<file path="config.mk">
export PLATFORM = sky130hd
export DESIGN_NAME = shaker_sort_engine
export DESIGN_NICKNAME = d
export VERILOG_FILES = /design/src/rtl/core/sse_pkg.sv /design/src/rtl/core/sse_cell.sv /design/src/rtl/core/shaker_sort_engine.sv
export VERILOG_INCLUDE_DIRS = /design/src /design/src/rtl/core
export SDC_FILE = /design/constraint.sdc
export NUM_CORES = 2
export LEC_CHECK = 0
export BUFFER_PORTS_ARGS = -buffer_cell sky130_fd_sc_hd__buf_2
export CAP_MARGIN = 20
export CORE_UTILIZATION = 48
export DETAILED_ROUTE_END_ITERATION = 7
export GPL_TIMING_DRIVEN = 0
export HOLD_SLACK_MARGIN = 0.12
export SLEW_MARGIN = 30
export SYNTH_ARGS = -nofsm -noshare
export SYNTH_HDL_FRONTEND = slang
export SYNTH_HIERARCHICAL = 1
export SYNTH_SLANG_ARGS = --single-unit
</file>
<file path="constraint.sdc">
create_clock -name clk_i -period 10.17 [get_ports clk_i]
set_clock_uncertainty 0.15 [all_clocks]
set_input_delay 0.5085 -clock clk_i [delete_from_list [all_inputs] [get_ports clk_i]]
set_output_delay 0.5085 -clock clk_i [all_outputs]
set_load 0.02 [all_outputs]
</file>
<file path="src/rtl/core/shaker_sort_engine_defines.svh">
// Assertion macros used by the sorter RTL.
`ifndef SHAKER_SORT_ENGINE_DEFINES_SVH
`define SHAKER_SORT_ENGINE_DEFINES_SVH

// Property that must hold at every clock edge outside of reset.
`define SSE_ASSERT(lbl, clk, rst_n, prop, msg) \
  lbl: assert property (@(posedge clk) disable iff (!rst_n) (prop)) else $error(msg);

// Implication whose consequent is checked in the cycle after the antecedent.
`define SSE_ASSERT_NEXT(lbl, clk, rst_n, ante, cons, msg) \
  lbl: assert property (@(posedge clk) disable iff (!rst_n) (ante) |=> (cons)) else $error(msg);

`endif

</file>
<file path="src/rtl/core/sse_pkg.sv">
`timescale 1ns / 1ps

package sse_pkg;

  // Default number of cells in the chain.
  localparam int unsigned MaxElements = 16;

  localparam int unsigned DataWidth = 32;

  // Input item: one element of the set.
  typedef struct packed {
    logic signed [DataWidth-1:0] value;
    logic                        last;
  } in_item_t;

  // Result item: one element of the sorted run.
  typedef struct packed {
    logic signed [DataWidth-1:0] sorted_value;
    logic                        last_out;
  } out_item_t;

  // What every cell of the chain does in a cycle.
  typedef enum logic [1:0] {
    CELL_HOLD,
    CELL_INSERT,
    CELL_SHIFT
  } cell_cmd_e;

  // State a cell shows to its neighbors.
  typedef struct packed {
    logic                        valid;
    logic                        less;
    logic signed [DataWidth-1:0] value;
  } cell_t;

  // Sequencer states.
  typedef enum logic {
    ST_LOAD,
    ST_DRAIN
  } sse_state_e;

endpackage

</file>
<file path="src/rtl/core/sse_cell.sv">
`timescale 1ns / 1ps

// One cell of the sorting chain. The occupied cells always hold an ascending
// run starting at cell 0, so an incoming value lands in the first cell that is empty or
// whose value is larger, and every cell above that one takes its left neighbor's value.
module sse_cell (
  input  logic                                 clk_i,
  input  logic                                 rst_ni,
  input  sse_pkg::cell_cmd_e                   cmd_i,
  input  logic signed [sse_pkg::DataWidth-1:0] insert_value_i,
  input  sse_pkg::cell_t                       left_i,
  input  sse_pkg::cell_t                       right_i,
  output sse_pkg::cell_t                       cell_o
);

  logic                                 valid_q, valid_d;
  logic signed [sse_pkg::DataWidth-1:0] value_q, value_d;
  logic                                 less;

  // The new value belongs at or before this cell when the cell is empty or larger.
  assign less = !valid_q || (insert_value_i < value_q);

  // Next cell contents.
  always_comb begin
    valid_d = valid_q;
    value_d = value_q;
    case (cmd_i)
      sse_pkg::CELL_INSERT: begin
        if (less) begin
          value_d = left_i.less ? left_i.value : insert_value_i;
          valid_d = valid_q | left_i.valid;
        end
      end
      sse_pkg::CELL_SHIFT: begin
        value_d = right_i.value;
        valid_d = right_i.valid;
      end
      default: begin
        valid_d = valid_q;
        value_d = value_q;
      end
    endcase
  end

  // Occupancy is control state; the value needs no reset.
  always_ff @(posedge clk_i or negedge rst_ni) begin
    if (!rst_ni) begin
      valid_q <= 1'b0;
    end else begin
      valid_q <= valid_d;
    end
  end

  always_ff @(posedge clk_i) begin
    value_q <= value_d;
  end

  assign cell_o.valid = valid_q;
  assign cell_o.less  = less;
  assign cell_o.value = value_q;

endmodule

</file>
<file path="src/rtl/core/shaker_sort_engine.sv">
// Loading: each input transfer is inserted into the cell chain unless the chain is full; the first
// result is offered in the cycle after the transfer that carries last.
// Throughput: one input per cycle while loading, one result per cycle while draining and
// out_ready_i is high.
// Reset: asynchronous, active low; it empties every cell and returns to loading.
`timescale 1ns / 1ps

`include "shaker_sort_engine_defines.svh"

module shaker_sort_engine #(
  parameter int unsigned MAX_ELEMENTS = sse_pkg::MaxElements
) (
  input  logic               clk_i,
  input  logic               rst_ni,
  input  logic               in_valid_i,
  output logic               in_ready_o,
  input  sse_pkg::in_item_t  in_data_i,
  output logic               out_valid_o,
  input  logic               out_ready_i,
  output sse_pkg::out_item_t out_data_o
);

  sse_pkg::sse_state_e state_q, state_d;
  sse_pkg::cell_cmd_e  cmd;
  sse_pkg::cell_t      chain [MAX_ELEMENTS];
  logic                in_fire;
  logic                out_fire;
  logic                full;
  logic                final_result;

  assign in_fire      = in_valid_i && in_ready_o;
  assign out_fire     = out_valid_o && out_ready_i;
  assign full         = chain[MAX_ELEMENTS-1].valid;
  assign final_result = !chain[1].valid;

  // Row of cells; cell 0 sees an occupied, smaller neighbor on its left.
  for (genvar i = 0; i < MAX_ELEMENTS; i++) begin : g_cell
    sse_pkg::cell_t left_cell;
    sse_pkg::cell_t right_cell;

    if (i == 0) begin : g_first
      assign left_cell = '{valid: 1'b1, less: 1'b0, value: '0};
    end else begin : g_inner_left
      assign left_cell = chain[i-1];
    end

    if (i == MAX_ELEMENTS - 1) begin : g_tail
      assign right_cell = '{valid: 1'b0, less: 1'b1, value: '0};
    end else begin : g_inner_right
      assign right_cell = chain[i+1];
    end

    sse_cell u_cell (
      .clk_i          (clk_i),
      .rst_ni         (rst_ni),
      .cmd_i          (cmd),
      .insert_value_i (in_data_i.value),
      .left_i         (left_cell),
      .right_i        (right_cell),
      .cell_o         (chain[i])
    );
  end

  // Next state: a closing transfer starts the drain, the final result ends it.
  always_comb begin
    state_d = state_q;
    case (state_q)
      sse_pkg::ST_LOAD: begin
        if (in_fire && in_data_i.last) begin
          state_d = sse_pkg::ST_DRAIN;
        end
      end
      sse_pkg::ST_DRAIN: begin
        if (out_fire && final_result) begin
          state_d = sse_pkg::ST_LOAD;
        end
      end
      default: begin
        state_d = sse_pkg::ST_LOAD;
      end
    endcase
  end

  // Handshakes and chain command. Values arriving at a full chain are dropped.
  always_comb begin
    in_ready_o  = 1'b0;
    out_valid_o = 1'b0;
    cmd         = sse_pkg::CELL_HOLD;
    case (state_q)
      sse_pkg::ST_LOAD: begin
        in_ready_o = 1'b1;
        if (in_valid_i && !full) begin
          cmd = sse_pkg::CELL_INSERT;
        end
      end
      sse_pkg::ST_DRAIN: begin
        out_valid_o = 1'b1;
        if (out_ready_i) begin
          cmd = sse_pkg::CELL_SHIFT;
        end
      end
      default: begin
        in_ready_o  = 1'b0;
        out_valid_o = 1'b0;
        cmd         = sse_pkg::CELL_HOLD;
      end
    endcase
  end

  always_ff @(posedge clk_i or negedge rst_ni) begin
    if (!rst_ni) begin
      state_q <= sse_pkg::ST_LOAD;
    end else begin
      state_q <= state_d;
    end
  end

  // The smallest element sits in cell 0.
  assign out_data_o.sorted_value = chain[0].value;
  assign out_data_o.last_out     = final_result;

  `SSE_ASSERT(a_one_side_open, clk_i, rst_ni, !(in_ready_o && out_valid_o), "both sides open")
  `SSE_ASSERT_NEXT(a_close_fills, clk_i, rst_ni, in_fire && in_data_i.last, chain[0].valid, "empty chain after closing transfer")
  `SSE_ASSERT_NEXT(a_drain_ends, clk_i, rst_ni, out_fire && final_result, in_ready_o && !chain[0].valid, "chain not empty after final result")

  for (genvar j = 0; j < MAX_ELEMENTS - 1; j++) begin : g_chk
    `SSE_ASSERT(a_prefix, clk_i, rst_ni, !chain[j+1].valid || chain[j].valid, "gap in occupied cells")
    `SSE_ASSERT(a_order, clk_i, rst_ni, !chain[j+1].valid || (chain[j].value <= chain[j+1].value), "chain out of order")
  end

endmodule
</file>
* Word level (Yosys, flattened, before mapping)
Cells that the tools add are included.
Operators by class: order comparisons 16, equal/unequal tests 18, muxes and demuxes 87, bitwise operators 16, reduce and logical (&&, ||, !) cells 54
Operator list (number):
- $pmux 32 s2 | 16
- $mux 32 | 31
- $lt 32x32->1 | 16
- $pmux 1 s2 | 17
- $ne 2x1->1 const B | 16
- $reduce_and 2->1 | 16
- $mux 1 | 21
- $logic_not 1->1 | 16
- $logic_or 1x1->1 | 16
- $or 1x1->1 | 15
- $logic_and 1x1->1 | 5
- $pmux 2 s2 | 1
- $eq 2x1->1 const B | 1
- $eq 2x2->1 const B | 1
- $mux 2 | 1
- $reduce_bool 2->1 | 1
- $not 1->1 | 1
Word-level totals: bits in registers 529, input port bits 37, output and inout bits 35, word-level logic and storage cells 224

* Logic depth before layout (Yosys ltp)
depth after elaboration 7, mapped depth 13, mapped depth without buffers 10

* Modules after synthesis
The synthesis kept the hierarchy.
Modules (own cells, without submodules):
- sse_cell | times used 16, cells each 265, area each 2512.4 sq um, sequential area each 985.9 sq um
- shaker_sort_engine | times used 1, cells each 10, area each 73.8 sq um, sequential area each 25.0 sq um

* Least setup slack after synthesis
OpenSTA, ideal clock, no wires.
kind register -> register, start point register state_q, end point register g_cell[0].u_cell/value_q[0] (netlist bit), enable pin, setup time 404 ps, data arrival time 6312 ps, data required time 9616 ps, setup slack 3304 ps, stages on the path, launching flop included 6, path buffers 1, period minus slack after synthesis 6866 ps, cell sequence dfrtp_1 nor3b_1 nor2b_1 buf_6 or3b_1 and3_1
Between the ends: cells in the longest elaborated chain, start to end 5, elaborated cells on any way between the ends 7, those cells by class eq/ne (3); mux (1); bitwise (1); reduce/logical (2)
RTL lines:
- start: declaration | RTL line shaker_sort_engine.sv:23 | sse_pkg::sse_state_e state_q, state_d;
- start signal: assignment | RTL line shaker_sort_engine.sv:112 | state_q <= sse_pkg::ST_LOAD;
- start signal: assignment | RTL line shaker_sort_engine.sv:114 | state_q <= state_d;
- $not 1->1
- $pmux 2 s2 (*) | RTL line shaker_sort_engine.sv:89 | case (state_q)
- net cmd[0] | RTL line shaker_sort_engine.sv:24 | sse_pkg::cell_cmd_e cmd;
- $eq 2x1->1 / $eq 2x2->1 (equally long branches) | RTL line sse_cell.sv:27 | case (cmd_i)
- $ne 2x1->1 (no line) / $reduce_bool 2->1 (equally long branches)
- $reduce_and 2->1 (no line) (*)
- end signal: assignment | RTL line sse_cell.sv:55 | value_q <= value_d;
- end: declaration | RTL line sse_cell.sv:17 | logic signed [sse_pkg::DataWidth-1:0] value_q, value_d;
Mark *: on every way through the listed nets, which the timed path passes. The rest lies on a longest branch. A chain may end at the register's enable or synchronous reset.

* Final worst setup path
start point register g_cell[0].u_cell/value_q[7] (netlist bit), end point register g_cell[1].u_cell/value_q[24] (netlist bit) (data pin)
Between the ends: cells in the longest elaborated chain, start to end 5
RTL lines:
- $lt 32x32->1 | RTL line sse_cell.sv:21 | assign less = !valid_q || (insert_value_i < value_q);
- $logic_or 1x1->1 | RTL line sse_cell.sv:21
- net g_cell[0].u_cell.less | RTL line sse_cell.sv:18 | logic less;
- $mux 32 | RTL line sse_cell.sv:30 | value_d = left_i.less ? left_i.value : insert_value_i;
- $mux 32 | RTL line sse_cell.sv:29 | if (less) begin
- $pmux 32 s2 | RTL line sse_cell.sv:27
- net g_cell[1].u_cell.value_d, one bit | RTL line sse_cell.sv:17
- end signal: assignment | RTL line sse_cell.sv:55
- end: declaration | RTL line sse_cell.sv:17
The timed path passes the listed nets, and every way through them passes these cells. The select of a mux whose other input is x is not followed.

==> impl.org <==
** Routing
- The routed layout has between 30000 and 40000 vias.
- In the final routed layout, each cell accounts on average for roughly 19 um.
- After detailed routing, the total wire length is around 110000 um.
- In the routed layout, each cell is associated on average with a via count of 5.57.
- For this block, the initial DRC count from the detailed router was about 2000.
- DRC violations left :: 0
- Number of nets with antenna violations after routing :: 0
- The first TritonRoute pass finished after 5 iterations.

** Setup path
- Number of cell instances on the worst register-to-register path :: 12
- Data required time of the worst path :: about 10 ns
- Highest net fanout along the worst path :: 10
- Setup slack on the worst flop-to-flop path :: roughly 6 ns
- STA classifies the critical path endpoint as a register.
- STA puts the critical path data arrival time at 4.41 ns.
- Worst R2R Start :: g_cell[0].u_cell/value_q[7]
- The endpoint identified for the worst register-to-register timing path is g_cell[1].u_cell/value_q[24].
- Startpoint-to-endpoint class of the critical path :: register to register
- Type of element launching the critical path :: register

** Run status
- Outcome :: complete, no violations

** Clocking
- Buffers inserted to repair hold after CTS numbered 3.
- TritonCTS clock tree :: yes
- The clock passes through at most 3 buffers.
- The clock net in this run drives a total of 529 sinks.
- TritonCTS Buffers :: between 60 and 70
- The H-tree generated during clock tree synthesis spans 3 levels.
- Buffer type at the clock tree root :: sky130_fd_sc_hd__clkbuf_16
- CTS-repair resized insts :: 0
- After clock tree synthesis, the clock-pin slew on the worst setup and hold paths is 0.06 ns.
- Number of buffers inserted by post-CTS setup repair :: 0
- Insertion delay to the later sink of the worst-skew pair :: about 0.6 ns

** GRT
- The total overflow left after global routing is 0.
- All-layer global routing usage :: 25.0%
- Entering global routing, the biggest net connects 49 pins.
- Global-route wire length before repair :: 172000 um
- Number of antenna violations at the first check in global routing :: 1
- The number of global-route vias before repair was approximately 32000.

** Floorplan
- The total area inside the core boundary comes to ~83000 um^2.
- IO Pins :: just over 70
- Width of the die :: 292 um
- In this run the vertical extent of the chip is approximately 290 um.
- The die covers 85000 um^2.
- Number of standard-cell rows in the floorplan :: between 100 and 150
- Starting density of the core :: approximately half

** STA
- For this run, the top clock speed supported by timing is 235 MHz.
- The final-report max-slew violation count was 0.
- After layout, the worst path uses between 40% and 50% of the clock period.
- After layout, the worst setup slack is roughly 5.9 ns.
- Count of final hold-check violations :: 0
- After routing, the total negative slack on setup checks comes to 0 ns.
- Subtracting the final worst setup slack from the clock period gives around 4.2 ns.
- Total setup violations reported at the end of the flow :: 0
- Measured against its own limit, the worst slew margin works out to between 30% and 40%.
- Worst-Margin Slew :: between 1 and 1.5 ns
- Setup repair after global routing left no endpoint under its margin.

** Synth
- The Yosys step of the flow raised 6 warnings.
- In this run the mean area of a mapped cell was around 9.5 um^2.
- The synthesized netlist occupies a cell area of between 40000 and 50000 um^2.
- Synthesis produced 4247 cells.

** Min path
- Type of the most critical hold path :: primary input to asynchronous set/reset pin

** Final layout
- The layout has about 7600 filler cells.
- Summed area of non-filler cells in the final layout :: roughly 45000 um^2
- 0 antenna diodes ended up in the layout.
- After the last flow step, the layout net total stands at 5010.
- Area added between synthesis and finish :: 11.3%
- Share of layout cells above drive strength 1 :: 6.85%

** Pwr
- The analysis attributes to cell leakage a power of between 0.02 and 0.025 uW.
- IR analysis of the VDD net gives a maximum drop of 0.142 mV.
- Areal power density over the cells :: 351 nW/um^2

** Placed design
- Pre-CTS worst setup slack :: between 5 and 6 ns
- Global placer's final weighted congestion :: approximately 0.84
- During placement, the flow inserted port buffers numbering 71.
- DP Area :: around 43000 um^2
- HPWL reported at the end of detailed placement :: around 81000 um

** Job
- Max-Cap Viols :: 0
-- worst max-delay path, cell delays in order, from the launching register on --
cell and delay (ns):
sky130_fd_sc_hd__edfxtp_1 0.42, sky130_fd_sc_hd__inv_1 0.06, sky130_fd_sc_hd__ha_1 0.31, sky130_fd_sc_hd__nand4_1 0.10, sky130_fd_sc_hd__o311a_1 0.40, sky130_fd_sc_hd__o41ai_1 0.83, sky130_fd_sc_hd__a31oi_1 0.21, sky130_fd_sc_hd__mux2i_1 0.20
sky130_fd_sc_hd__buf_4 0.12, sky130_fd_sc_hd__clkbuf_1 0.36, sky130_fd_sc_hd__buf_2 0.40, sky130_fd_sc_hd__mux2i_1 0.29, sky130_fd_sc_hd__o21ai_1 0.10
-- metal layers --
metal | track usage [%] | up-vias | share of wire [%] | routed length, um
li1 | - | 15600 | - | -
met1 | 37.7 | 14900 | 51 | 54100
met2 | 38.7 | 550 | 43 | 45600
met3 | 2.50 | 96 | 4.3 | 4560
met4 | 4.87 | 0 | 1.3 | 1340
met5 | 0 | - | 0 | 0
-- stage by stage --
step,instances,utilization (%),hold slack (ns),total power (uW)
2_1_floorplan,4312,-,0.0629,10900
3_3_place_gp,5453,51.1,0.341,13000
3_5_place_dp,5476,51.8,0.345,13400
4_1_cts,5598,54.3,0.237,15800
5_1_grt,5598,54.3,0.262,17100
6_report,5598,54.3,0.257,15700
-- flip-flops by register name (all words and copies together), names as in the netlist --
signal	count
g_cell.u_cell/valid_q	16
g_cell.u_cell/value_q	512
state_q	1
-- worst max path at each step --
stage	start	end	slack [ns]	cells after the start
after floorplan	state_q	g_cell[0].u_cell/value_q[0]	3.30	5
after global placement	in_valid_i	g_cell[2].u_cell/value_q[5]	0.10	6
after detailed placement	in_data_i[3]	g_cell[1].u_cell/value_q[6]	5.43	13
after CTS	g_cell[0].u_cell/value_q[7]	g_cell[1].u_cell/value_q[24]	6.02	12
after global routing	g_cell[14].u_cell/value_q[6]	g_cell[15].u_cell/value_q[7]	5.72	12
final	g_cell[0].u_cell/value_q[7]	g_cell[1].u_cell/value_q[24]	5.92	12
-- report_power, final --
| group | switching, uW | internal [uW] | total [uW] |
|---|---|---|---|
| Combinational | 4680 | 3320 | 8000 |
| Clock | 969 | 1350 | 2320 |
| Sequential | 1040 | 4380 | 5420 |
-- placed cells by master, fill, tap and decap left out, types with 96 or more instances in the layout --
master and instances:
sky130_fd_sc_hd__nand4_1 96, sky130_fd_sc_hd__clkbuf_1 128, sky130_fd_sc_hd__o21ai_0 400, sky130_fd_sc_hd__o21ai_1 192
sky130_fd_sc_hd__ha_1 496, sky130_fd_sc_hd__buf_2 119, sky130_fd_sc_hd__a21oi_1 225, sky130_fd_sc_hd__mux2i_1 527
sky130_fd_sc_hd__edfxtp_1 512, sky130_fd_sc_hd__inv_1 514, sky130_fd_sc_hd__nand2_1 624
-- cell type report --
cell class | instances | area [um^2] | area share, %
buffer | 208 | 1080 | 2.41
clock buffer | 89 | 1890 | 4.21
clock inverter | 30 | 179 | 0.399
inverter | 514 | 1930 | 4.31
multi-input combinational | 3061 | 21700 | 48.5
sequential | 529 | 15800 | 35.3
tap | 1070 | 1340 | 2.99
timing repair buffer | 97 | 882 | 1.97
No activity file was read; power rests on OpenSTA's default activity.
